<file path="src/hdl/token_bucket_limiter_assert.svh">
// Assertion macros shared by the token bucket limiter.
// Each macro expects clk and arst_n to be visible where it is used.
`ifndef TOKEN_BUCKET_LIMITER_ASSERT_SVH
`define TOKEN_BUCKET_LIMITER_ASSERT_SVH

// The consequent must hold in the same cycle as the antecedent.
`define TBL_ASSERT_NOW(label, ante, cons, msg) \
	label: assert property (@(posedge clk) disable iff (!arst_n) (ante) |-> (cons)) \
		else $error(msg);

// The consequent must hold in the cycle after the antecedent.
`define TBL_ASSERT_NEXT(label, ante, cons, msg) \
	label: assert property (@(posedge clk) disable iff (!arst_n) (ante) |=> (cons)) \
		else $error(msg);

`endif

</file>
<file path="src/hdl/tbl_pkg.sv">
package tbl_pkg;

	// Field widths.
	localparam int TIME_W = 63;
	localparam int TOK_W  = 32;
	localparam int WAIT_W = 48;
	localparam int DVD_W  = 64;
	localparam int DVS_W  = 32;
	localparam int CNT_W  = $clog2(DVD_W);
	localparam int CFG_IDX_W = 3;

	// Register indexes of the configuration port.
	localparam logic [CFG_IDX_W-1:0] REG_BUCKET_LOAD         = 3'd0;
	localparam logic [CFG_IDX_W-1:0] REG_BUCKET_CAP          = 3'd1;
	localparam logic [CFG_IDX_W-1:0] REG_TOKENS_PER_INTERVAL = 3'd2;
	localparam logic [CFG_IDX_W-1:0] REG_INTERVAL_NS         = 3'd3;
	localparam logic [CFG_IDX_W-1:0] REG_MIN_RETRY_NS        = 3'd4;

	// Register reset values.
	localparam logic [TOK_W-1:0] BUCKET_CAP_RST = 32'd1024;
	localparam logic [TOK_W-1:0] TPI_RST        = 32'd1;
	localparam logic [TOK_W-1:0] INTERVAL_RST   = 32'd1000;
	localparam logic [TOK_W-1:0] MIN_RETRY_RST  = 32'd0;

	// Largest reportable wait.
	localparam logic [WAIT_W-1:0] WAIT_MAX = '1;

	typedef struct packed {
		logic [TIME_W-1:0] now_ns;
		logic [TOK_W-1:0]  request_amount;
	} req_t;

	typedef struct packed {
		logic              granted;
		logic [WAIT_W-1:0] retry_wait_ns;
		logic [TOK_W-1:0]  tokens_left;
	} rsp_t;

	// Commands from the controller to the datapath.
	typedef struct packed {
		logic capture;
		logic tdiv_start;
		logic tdiv_take;
		logic refill_mul;
		logic refill_add;
		logic decide;
		logic wait_mul;
		logic wdiv_start;
		logic wait_take;
		logic rsp_load;
	} dp_cmd_t;

	// Status from the datapath to the controller.
	typedef struct packed {
		logic refill_skip;
		logic div_done;
		logic deny;
		logic tpi_zero;
	} dp_stat_t;

endpackage

</file>
<file path="src/hdl/tbl_div.sv">
module tbl_div
	import tbl_pkg::*;
(
	input  logic             clk,
	input  logic             arst_n,
	input  logic             start,
	input  logic [DVD_W-1:0] dividend,
	input  logic [DVS_W-1:0] divisor,
	output logic             done,
	output logic [DVD_W-1:0] quotient,
	output logic [DVS_W-1:0] remainder
);

	logic             busy_q;
	logic [CNT_W-1:0] cnt_q;
	logic             done_q;
	logic [DVD_W-1:0] dvd_q;
	logic [DVS_W-1:0] dvs_q;
	logic [DVS_W-1:0] rem_q;
	logic [DVS_W:0]   shifted;
	logic [DVS_W-1:0] trial;
	logic             fits;

	// One restoring step: bring in the next dividend bit and try to subtract.
	assign shifted = {rem_q, dvd_q[DVD_W-1]};
	assign trial   = shifted[DVS_W-1:0] - dvs_q;
	assign fits    = shifted >= {1'b0, dvs_q};

	// Step counter and completion pulse.
	always_ff @(posedge clk or negedge arst_n) begin
		if (!arst_n) begin
			busy_q <= 1'b0;
			cnt_q  <= '0;
			done_q <= 1'b0;
		end else begin
			done_q <= busy_q && (cnt_q == '0);
			if (start) begin
				busy_q <= 1'b1;
				cnt_q  <= '1;
			end else if (busy_q) begin
				cnt_q <= cnt_q - CNT_W'(1);
				if (cnt_q == '0) begin
					busy_q <= 1'b0;
				end
			end
		end
	end

	// Partial remainder and quotient bits, which shift into the dividend register.
	always_ff @(posedge clk) begin
		if (start) begin
			dvd_q <= dividend;
			dvs_q <= divisor;
			rem_q <= '0;
		end else if (busy_q) begin
			rem_q <= fits ? trial : shifted[DVS_W-1:0];
			dvd_q <= {dvd_q[DVD_W-2:0], fits};
		end
	end

	assign done      = done_q;
	assign quotient  = dvd_q;
	assign remainder = rem_q;

endmodule

</file>
<file path="src/hdl/tbl_dp.sv">
module tbl_dp
	import tbl_pkg::*;
(
	input  logic                 clk,
	input  logic                 arst_n,
	input  req_t                 req,
	input  logic                 cfg_we,
	input  logic [CFG_IDX_W-1:0] cfg_index,
	input  logic [TOK_W-1:0]     cfg_data,
	input  dp_cmd_t              cmd,
	output dp_stat_t             stat,
	output rsp_t                 rsp
);

	logic [TOK_W-1:0]  max_q;
	logic [TOK_W-1:0]  tpi_q;
	logic [TOK_W-1:0]  intv_q;
	logic [TOK_W-1:0]  minr_q;
	logic [TOK_W-1:0]  count_q;
	logic [TIME_W-1:0] last_q;

	logic [TIME_W-1:0] now_q;
	logic [TOK_W-1:0]  want_q;
	logic [TOK_W-1:0]  n_lo_q;
	logic              n_big_q;
	logic [DVD_W-1:0]  product_q;
	logic [TOK_W-1:0]  shortfall_q;
	logic              granted_q;
	logic [WAIT_W-1:0] wait_q;
	rsp_t              rsp_q;

	logic [TIME_W-1:0] elapsed;
	logic              div_start;
	logic [DVD_W-1:0]  div_dvd;
	logic [DVS_W-1:0]  div_dvs;
	logic              div_done;
	logic [DVD_W-1:0]  div_quo;
	logic [DVS_W-1:0]  div_rem;
	logic [TOK_W-1:0]  mul_a;
	logic [TOK_W-1:0]  mul_b;
	logic [DVD_W-1:0]  mul_p;
	logic [TOK_W-1:0]  room;
	logic              bucket_full;
	logic [WAIT_W-1:0] quo_wait;

	// Time since the last refill and the cases that refill nothing.
	assign elapsed = now_q - last_q;

	assign stat.refill_skip = (intv_q == '0) || (now_q < last_q);
	assign stat.div_done    = div_done;
	assign stat.deny        = want_q > count_q;
	assign stat.tpi_zero    = tpi_q == '0;

	// The divider serves the elapsed-time division and the retry-wait division.
	assign div_start = cmd.tdiv_start || cmd.wdiv_start;
	assign div_dvd   = cmd.wdiv_start ? product_q : {1'b0, elapsed};
	assign div_dvs   = cmd.wdiv_start ? tpi_q : intv_q;

	tbl_div u_div (
		.clk       (clk),
		.arst_n    (arst_n),
		.start     (div_start),
		.dividend  (div_dvd),
		.divisor   (div_dvs),
		.done      (div_done),
		.quotient  (div_quo),
		.remainder (div_rem)
	);

	// One shared 32 by 32 multiplier: refill tokens, or shortfall times interval.
	assign mul_a = cmd.wait_mul ? shortfall_q : n_lo_q;
	assign mul_b = cmd.wait_mul ? intv_q : tpi_q;
	assign mul_p = DVD_W'(mul_a) * DVD_W'(mul_b);

	assign room        = max_q - count_q;
	assign bucket_full = (count_q >= max_q) || (tpi_q == '0);

	// Quotient of the wait division, saturated to the field.
	assign quo_wait = (div_quo[DVD_W-1:WAIT_W] != '0) ? WAIT_MAX : div_quo[WAIT_W-1:0];

	// Configuration registers and the bucket state.
	always_ff @(posedge clk or negedge arst_n) begin
		if (!arst_n) begin
			max_q   <= BUCKET_CAP_RST;
			tpi_q   <= TPI_RST;
			intv_q  <= INTERVAL_RST;
			minr_q  <= MIN_RETRY_RST;
			count_q <= '0;
			last_q  <= '0;
		end else begin
			if (cmd.tdiv_take) begin
				last_q <= now_q - {{(TIME_W-DVS_W){1'b0}}, div_rem};
			end
			if (cmd.refill_add && !bucket_full) begin
				if (n_big_q || (product_q > {{(DVD_W-TOK_W){1'b0}}, room})) begin
					count_q <= max_q;
				end else begin
					count_q <= count_q + product_q[TOK_W-1:0];
				end
			end
			if (cmd.decide && !stat.deny) begin
				count_q <= count_q - want_q;
			end
			if (cfg_we) begin
				case (cfg_index)
					REG_BUCKET_LOAD:         count_q <= cfg_data;
					REG_BUCKET_CAP:          max_q   <= cfg_data;
					REG_TOKENS_PER_INTERVAL: tpi_q   <= cfg_data;
					REG_INTERVAL_NS:         intv_q  <= cfg_data;
					REG_MIN_RETRY_NS:        minr_q  <= cfg_data;
					default: ;
				endcase
			end
		end
	end

	// Working registers of the current request and the result register.
	always_ff @(posedge clk) begin
		if (cmd.capture) begin
			now_q  <= req.now_ns;
			want_q <= req.request_amount;
		end
		if (cmd.tdiv_take) begin
			n_lo_q  <= div_quo[TOK_W-1:0];
			n_big_q <= div_quo[DVD_W-1:TOK_W] != '0;
		end
		if (cmd.refill_mul || cmd.wait_mul) begin
			product_q <= mul_p;
		end
		if (cmd.decide) begin
			granted_q   <= !stat.deny;
			wait_q      <= stat.deny ? WAIT_MAX : '0;
			shortfall_q <= want_q - count_q;
		end
		if (cmd.wait_take) begin
			if (quo_wait < {{(WAIT_W-TOK_W){1'b0}}, minr_q}) begin
				wait_q <= {{(WAIT_W-TOK_W){1'b0}}, minr_q};
			end else begin
				wait_q <= quo_wait;
			end
		end
		if (cmd.rsp_load) begin
			rsp_q.granted       <= granted_q;
			rsp_q.retry_wait_ns <= wait_q;
			rsp_q.tokens_left   <= count_q;
		end
	end

	assign rsp = rsp_q;

endmodule

</file>
<file path="src/hdl/tbl_ctrl.sv">
module tbl_ctrl
	import tbl_pkg::*;
(
	input  logic     clk,
	input  logic     arst_n,
	input  logic     req_valid,
	output logic     req_ready,
	output logic     rsp_valid,
	input  logic     rsp_ready,
	input  dp_stat_t stat,
	output dp_cmd_t  cmd
);

	typedef enum logic [9:0] {
		ST_IDLE   = 10'b00_0000_0001,
		ST_REF    = 10'b00_0000_0010,
		ST_TDIV   = 10'b00_0000_0100,
		ST_MUL    = 10'b00_0000_1000,
		ST_ADD    = 10'b00_0001_0000,
		ST_DEC    = 10'b00_0010_0000,
		ST_WMUL   = 10'b00_0100_0000,
		ST_WSTART = 10'b00_1000_0000,
		ST_WDIV   = 10'b01_0000_0000,
		ST_FIN    = 10'b10_0000_0000
	} state_t;

	state_t state_q;
	state_t state_d;
	logic   rsp_valid_q;
	logic   rsp_free;

	// The result register can take a new result when empty or being drained.
	assign rsp_free = !rsp_valid_q || rsp_ready;

	// Sequencing of one request through refill, decision and wait computation.
	always_comb begin
		state_d = state_q;
		cmd     = '0;
		case (state_q)
			ST_IDLE: begin
				if (req_valid) begin
					cmd.capture = 1'b1;
					state_d     = ST_REF;
				end
			end
			ST_REF: begin
				if (stat.refill_skip) begin
					state_d = ST_DEC;
				end else begin
					cmd.tdiv_start = 1'b1;
					state_d        = ST_TDIV;
				end
			end
			ST_TDIV: begin
				if (stat.div_done) begin
					cmd.tdiv_take = 1'b1;
					state_d       = ST_MUL;
				end
			end
			ST_MUL: begin
				cmd.refill_mul = 1'b1;
				state_d        = ST_ADD;
			end
			ST_ADD: begin
				cmd.refill_add = 1'b1;
				state_d        = ST_DEC;
			end
			ST_DEC: begin
				cmd.decide = 1'b1;
				state_d    = (stat.deny && !stat.tpi_zero) ? ST_WMUL : ST_FIN;
			end
			ST_WMUL: begin
				cmd.wait_mul = 1'b1;
				state_d      = ST_WSTART;
			end
			ST_WSTART: begin
				cmd.wdiv_start = 1'b1;
				state_d        = ST_WDIV;
			end
			ST_WDIV: begin
				if (stat.div_done) begin
					cmd.wait_take = 1'b1;
					state_d       = ST_FIN;
				end
			end
			ST_FIN: begin
				if (rsp_free) begin
					cmd.rsp_load = 1'b1;
					state_d      = ST_IDLE;
				end
			end
			default: begin
				state_d = ST_IDLE;
			end
		endcase
	end

	// State register and result valid flag.
	always_ff @(posedge clk or negedge arst_n) begin
		if (!arst_n) begin
			state_q     <= ST_IDLE;
			rsp_valid_q <= 1'b0;
		end else begin
			state_q <= state_d;
			if (cmd.rsp_load) begin
				rsp_valid_q <= 1'b1;
			end else if (rsp_ready) begin
				rsp_valid_q <= 1'b0;
			end
		end
	end

	assign req_ready = state_q == ST_IDLE;
	assign rsp_valid = rsp_valid_q;

endmodule

</file>
<file path="src/hdl/token_bucket_limiter.sv">
// Token bucket rate limiter. Each request transaction carries a time stamp in
// nanoseconds and a token count; the block refills the bucket by the whole
// intervals elapsed (capped at the bucket limit register), then grants the
// request and takes the tokens, or denies it and reports a retry wait of
// shortfall times interval_ns over tokens_per_interval, at least min_retry_ns
// and saturated to 48 bits. Requests are processed one at a time: a granted
// request uses the shared radix-2 divider once, a denied request with a nonzero
// refill rate uses it twice, and a request whose time stamp moves backward, or
// with interval_ns of zero, skips the refill division.
// The finished result waits in an output register, so the next request is
// accepted while it is still held. Configuration writes are taken at any
// time with no back pressure, but they must only be issued while the block
// is idle; writing the bucket load register sets the token count.
`include "token_bucket_limiter_assert.svh"

module token_bucket_limiter
	import tbl_pkg::*;
(
	input  logic                 clk,
	input  logic                 arst_n,
	input  logic                 req_valid,
	output logic                 req_ready,
	input  req_t                 req,
	output logic                 rsp_valid,
	input  logic                 rsp_ready,
	output rsp_t                 rsp,
	input  logic                 cfg_valid,
	output logic                 cfg_ready,
	input  logic [CFG_IDX_W-1:0] cfg_index,
	input  logic [TOK_W-1:0]     cfg_data
);

	dp_cmd_t  cmd;
	dp_stat_t stat;
	logic     cfg_we;

	// A configuration transaction completes every cycle it is offered.
	assign cfg_ready = 1'b1;
	assign cfg_we    = cfg_valid && cfg_ready;

	tbl_ctrl u_ctrl (
		.clk       (clk),
		.arst_n    (arst_n),
		.req_valid (req_valid),
		.req_ready (req_ready),
		.rsp_valid (rsp_valid),
		.rsp_ready (rsp_ready),
		.stat      (stat),
		.cmd       (cmd)
	);

	tbl_dp u_dp (
		.clk       (clk),
		.arst_n    (arst_n),
		.req       (req),
		.cfg_we    (cfg_we),
		.cfg_index (cfg_index),
		.cfg_data  (cfg_data),
		.cmd       (cmd),
		.stat      (stat),
		.rsp       (rsp)
	);

	// Only one request is in flight, and its result never follows at once.
	`TBL_ASSERT_NEXT(a_one_in_flight, req_valid && req_ready, !req_ready, "second request taken")
	`TBL_ASSERT_NEXT(a_no_instant_rsp, req_valid && req_ready, !$rose(rsp_valid), "result too early")
	// A granted request never reports a wait.
	`TBL_ASSERT_NOW(a_grant_no_wait, rsp_valid && rsp.granted, rsp.retry_wait_ns == '0, "grant wait")

endmodule
</file>
<file path="config.mk">
export PLATFORM = sky130hd
export DESIGN_NAME = token_bucket_limiter
export DESIGN_NICKNAME = d
export VERILOG_FILES = /design/src/hdl/tbl_pkg.sv /design/src/hdl/tbl_div.sv /design/src/hdl/tbl_dp.sv /design/src/hdl/tbl_ctrl.sv /design/src/hdl/token_bucket_limiter.sv
export VERILOG_INCLUDE_DIRS = /design/src /design/src/hdl
export SDC_FILE = /design/constraint.sdc
export NUM_CORES = 2
export LEC_CHECK = 0
export BUFFER_PORTS_ARGS = -buffer_cell sky130_fd_sc_hd__buf_2
export CORE_MARGIN = 1.5
export CORE_UTILIZATION = 54
export DETAILED_ROUTE_END_ITERATION = 16
export HOLD_SLACK_MARGIN = 0.08
export PLACE_DENSITY = 0.79
export SLEW_MARGIN = 25
export SYNTH_ARGS = -nofsm -noshare
export SYNTH_HDL_FRONTEND = slang
export SYNTH_SLANG_ARGS = --single-unit
</file>
<file path="constraint.sdc">
create_clock -name clk -period 9.5 [get_ports clk]
set_input_delay 1.425 -clock clk [delete_from_list [all_inputs] [get_ports clk]]
set_output_delay 1.425 -clock clk [all_outputs]
set_load 0.02 [all_outputs]
</file>
# ---- Yosys cells after proc, flatten, opt, wreduce, memory -nomap -nowiden
# Index checks and enable logic that the tools add are counted.
# W data, S select, Z words.
dict set report op_classes {
  n_reduce_logical 28
  n_lt_le_gt_ge 6
  mul 1
  mux 45
  n_eq_ne 18
  addsub 8
}
# cell count
set ops {}
lappend ops {{$mux W32} 9}
lappend ops {{$mux W48} 5}
lappend ops {{$mux W64} 3}
lappend ops {{$sub A32 B32 Y32} 4}
lappend ops {{$pmux W10 S10} 1}
lappend ops {{$gt A64 B32 Y1} 1}
lappend ops {{$logic_not A32 Y1} 2}
lappend ops {{$mul A32 B32 Y64} 1}
lappend ops {{$lt A63 B63 Y1} 1}
lappend ops {{$sub A63 B32 Y63} 1}
lappend ops {{$sub A63 B63 Y63} 1}
lappend ops {{$mux W10} 5}
lappend ops {{$lt A48 B32 Y1} 1}
lappend ops {{$ge A33 B32 Y1} 1}
lappend ops {{$add A32 B32 Y32} 1}
lappend ops {{$ge A32 B32 Y1} 1}
lappend ops {{$gt A32 B32 Y1} 1}
lappend ops {{$reduce_bool A32 Y1} 1}
lappend ops {{$mux W1} 19}
lappend ops {{$mux W6} 3}
lappend ops {{$reduce_bool A16 Y1} 1}
lappend ops {{$eq A10 B1 Y1 const B} 1}
lappend ops {{$eq A10 B10 Y1 const B} 1}
lappend ops {{$eq A10 B2 Y1 const B} 1}
lappend ops {{21 further kinds} 40}
dict set report totals {
  word_cells 131
  in_bits 135
  output_inout_bits 84
  reg_bits 724
}

# ---- Longest topological paths before layout
dict set report logic_depth {
  ltp_word 8
  mapped_depth 38
  ltp_nobuf 33
}

# ---- Modules after synthesis
# From an unflattened synthesis, not the netlist that was laid out.
dict set report unflattened {
  cells_unflattened 8039
  hier_area_um2 76422.0
}
# mod area_each_um2 n_inst cells_each
set modules_own_cells {}
lappend modules_own_cells {tbl_dp 68519.5 1 7338}
lappend modules_own_cells {tbl_div 7151.9 1 617}
lappend modules_own_cells {tbl_ctrl 739.5 1 82}
lappend modules_own_cells {token_bucket_limiter 11.3 1 2}

# ---- Worst setup path before layout
# OpenSTA, ideal clock, no wires.
dict set report synth_path {
  kind {register to register}
  from {register u_ctrl.state_q[8]}
  to {register u_dp.product_q[50], data pin}
  stages_incl_launch_ff 34
  setup_slack_ps -232
  n_path_buf 5
  t_arrival_ps 9467
  setup_ps 264
  t_required_ps 9236
  path_cell_list {dfrtp_1 nor3_1 nand2_1 or3_1 or3b_2 clkbuf_1 inv_2 buf_2 buf_2 mux2i_1 clkbuf_1 nor2_1 fa_1 inv_1 fa_1 fa_1 fa_1 inv_1 fa_1 fa_1 fa_1 fa_1 ha_1 clkbuf_1 a21o_1 a21o_1 a21oi_1 o21ai_0 a221o_1 and2_1 a311o_1 or2_2 a311o_1 xor2_1}
}
dict set report synth_between {
  elab_chain_len 4
  word_cells_on_any_way 5
  cone_classes {mul: 1; eq/ne: 1; mux: 3}
}
# item line_no
set synth_rtl {}
lappend synth_rtl {{start: declaration} tbl_ctrl.sv:27} ;# state_t state_q;
lappend synth_rtl {{start signal: assignment} tbl_ctrl.sv:104} ;# state_q <= state_d;
lappend synth_rtl {{$eq A10 B7 Y1 *} tbl_ctrl.sv:39} ;# case (state_q)
lappend synth_rtl {{$mux W1 *} tbl_ctrl.sv:39}
lappend synth_rtl {{$mux W32, on equally long branches} {tbl_dp.sv:71, tbl_dp.sv:72}}
lappend synth_rtl {{$mul A32 B32 Y64 *} tbl_dp.sv:73} ;# assign mul_p = DVD_W'(mul_a) * DVD_W'(mul_b);
lappend synth_rtl {{via u_dp.mul_p[50]} tbl_dp.sv:41} ;# logic [DVD_W-1:0] mul_p;
lappend synth_rtl {{end signal: assignment} tbl_dp.sv:128} ;# product_q <= mul_p;
lappend synth_rtl {{end: declaration} tbl_dp.sv:26} ;# logic [DVD_W-1:0] product_q;
# Mark *: on every way through the listed nets, which the timed path passes. The rest lies on a longest branch.
# A chain may end at the register's enable or synchronous reset.

# ---- Worst setup path after layout
dict set report layout_path {
  from {register u_ctrl.state_q[2]}
  to {register u_dp.product_q[50], data pin}
}
# Same word-level chain as after synthesis.

==> impl_results.md <==
* Synth Area in Compound Gates at 11.8%
* GRT Total Usage at 38.5%
* Placed instance count at 10.5k
* Worst Hold Endpoint: u_dp.rsp[70]
* Hold Vio Cnt, Final at 0
* Clock-pin transition on the worst setup and hold timing paths at 0.07 ns
* Slew Limit Fails at 0
* Yosys reg bits at 724
* Critical-path top delay cell: fa_2
* Startpoint Class: register
* Syn Inst Count at 8170
* Num CTS Buffers at 81
* Failing checks: negative setup slack
* Asr flop ratio synth at 33.4%
* Hold Slack at 0.414 ns
* Via density at 6.01
* Arr. time, crit path at 10.13 ns
* Clk buf depth at 3
* Top_reg_cell synth: edfxtp_1
* Syn Nets at 9789
* Minimum clock period at 9.68 ns
* Drt pass-1 iters at 6
* Clock skew at 0.0813 ns
* IO Pins at 219
* Most frequent cells in the layout: 1155 x inv_1, 1044 x nand2_1, 905 x nor2_1, 854 x fa_1, 556 x ha_1
* Warnings from Yosys at 0
* Post-route cell area at 0.0880 mm²
* Placement Cell Area at 0.0836 mm²
* Port Buffers at 217
* Die height at 378 µm
* Terminus of the critical flop-to-flop path: u_dp.product_q[50]
* FF-to-FF Start: u_ctrl.state_q[2]
* Global-route wire length before repair at 404000 µm
* Main combinational cell family by area after synthesis: adder cells
* RSZ-0062 raised after global routing: true
* Routed wire length at 273000 µm
* Antenna violations before repair at 25
* Routed Antenna Nets at 0
* Non-Filler Instances at 10.7k
* DRT iter0 DRCs at 7472
* Portion of netlist area occupied by mux cells at 3.09%
* Worst path max stage delay at 0.62 ns
* Residual DRC at 0
* Vias at 64.3k
* Req. time, crit path at 9.94 ns
* Hold Path Cell Cnt at 0
* Die W at 378 µm
* Worst-case reg-to-reg path depth at 32
* Max Fclk at 0.103 GHz
* Seq/Total Area, Yosys at 26.6%
* Post-Synth Adder-Cell Area at 33.4%
* WL/cell at 25.5 µm
* Setup crit end kind: register
* Die ar. at 0.143 mm²
* Critical path fanouts, max at 8
* Core Box Area at 0.140 mm²
* Syn avg cell area at 9.29 µm²
* Clk Tree Root Cell: clkbuf_16
* Vias in the first global route at 64.0k
* Final setup fails at 2
* Largest net degree at the start of global routing at 89
* Number of flops mapped to enable cells by yosys at 450
* Xor and xnor area share after synthesis at 3.44%
* CTS sink count at 724
* Final core utilization at 63.1%
* Layout cell share with drive strength beyond 1 at 15.9%
* Post-Synth Simple-Gate Area at 14.1%
* Synth Cell Area at 0.0759 mm²
* Hold crit path type: reg2reg
* Initial Utilization at 54.4%
* Hold path start: u_dp.wait_q[38]
* Worst setup margin at -0.184 ns
* Maxcap violations at 0
* Dpl hpwl at 224000 µm
* FF-to-FF setup slack at -0.18 ns
* Slew headroom at 26.0%
* Layout area overhead at 16.0%
* Worst Tran Pin Value at 1.11 ns
* H-tree Lvls at 3
* Hold-fix buffers at CTS at 0
* Critical path type: reg2reg
* Period utilisation layout at 102%
* CTS tree: yes
* CP most frequent cell: fa_1
* Worst skew pair latency at 0.73 ns
* Commonest non-fill, non-tap cell in the layout: inv_1
* GPL Wtd Cong at 1.08
* Fin nets at 10.4k
* Grt total ovfl at 0
* Yosys cell types at 81
* Rows at 137
* Status: complete, but fails checks
==> per-stage QoR <==
| stage | worst slack [ns] | TNS, ns |
|---|---|---|
| after floorplan | 0.00314 | 0 |
| after global placement | -0.362 | -2.35 |
| after detailed placement | -0.384 | -3.00 |
| after CTS | 0.00494 | 0 |
| after global routing | -0.325 | -1.71 |
| final | -0.184 | -0.250 |
==> logic make-up after synthesis <==
| kind of cell | count (synthesis) |
|---|---|
| AND/OR/NAND/NOR | 2501 |
| buffers and inverters | 1530 |
| adder cells (fa/ha/maj) | 1484 |
| AO/OA/AOI/OAI | 1410 |
| flip-flops | 724 |
| XOR/XNOR | 298 |
| multiplexers | 222 |
| other | 1 |
==> worst max-delay path, delay by kind of cell, from the launching register on <==
family | cells | cell delay [ns]
AOI/OAI and AO/OA | 7 | 1.84
xor gates and xnor gates | 1 | 0.15
buffers and inverters | 7 | 0.81
DFF | 1 | 0.40
adders and majority gates | 9 | 4.35
and+or+nand+nor | 7 | 1.59
muxes | 1 | 0.22
==> routing by layer <==
metal  routed length, µm  part of all wire, %  track usage, %
met1              106000                   39            51.7
met2              118000                   43            57.5
met3               31700                   12            10.0
met4               17300                  6.3            19.7
met5                 149                0.055               0
==> synthesized netlist by cell type (all sizes together) (59+ instances only) <==
library cell  count  share of area (%)
ha              581                9.6
mux2             97                1.4
nor2            914                4.5
mux2i           125                1.6
nand2          1062                5.3
fa              903                 24
xnor2           187                2.2
a21oi           354                2.3
dfrtp           233                7.7
clkbuf          327                1.6
inv            1170                5.8
o21a             59               0.58
o21ai           359                2.4
edfxtp          450                 18
xor2            111                1.3
a21o            189                1.9
nand4            79               0.65
==> layout make-up <==
cell class / count / area, µm²
diodes: 8 / 20.0
clock buffers: 107 / 2230
clock inverters: 45 / 596
fillers: 11400 / 51500
inverters: 1170 / 4410
multi-input cells: 5916 / 51200
flip-flops and latches: 724 / 20200
well taps: 1876 / 2350
repair buffers: 848 / 7000
==> worst max-delay path by stage <==
stage | from | to | slack (ns) | cells past startpoint
after floorplan | u_ctrl.state_q[8] | u_dp.product_q[50] | 0.003 | 32
after global placement | u_ctrl.state_q[8] | u_dp.product_q[59] | -0.36 | 33
after detailed placement | u_ctrl.state_q[8] | u_dp.product_q[50] | -0.38 | 32
after CTS | u_ctrl.state_q[4] | u_dp.product_q[59] | 0.005 | 36
after global routing | u_ctrl.state_q[2] | u_dp.product_q[50] | -0.33 | 31
final | u_ctrl.state_q[2] | u_dp.product_q[50] | -0.18 | 32
==> repair_timing <==
| item | in CTS | in global routing |
|---|---|---|
| pin swaps | 25 | 84 |
| buffers inserted | 20 | 24 |
| endpoints found under the hold margin | 0 | 0 |
| setup endpoints to repair | 17 | 26 |
| resized for setup | 80 | 189 |
| gates cloned | 1 | 1 |
==> flip-flops by register name, summed over array words and instances, names as in the netlist, 6 cells and up <==
register / count
u_dp.want_q: 32
u_dp.u_div.quotient: 64
u_dp.u_div.dvs_q: 32
u_dp.minr_q: 32
u_dp.intv_q: 32
u_dp.rsp: 81
u_dp.now_q: 63
u_dp.shortfall_q: 32
u_dp.u_div.cnt_q: 6
u_dp.tpi_q: 32
u_dp.max_q: 32
u_dp.product_q: 64
u_dp.u_div.remainder: 32
u_dp.count_q: 32
u_dp.wait_q: 48
u_ctrl.state_q: 10
u_dp.n_lo_q: 32
u_dp.last_q: 63
Power is not shown: default switching activity piles up to over one toggle a cycle in this logic, so the estimate is an artifact.
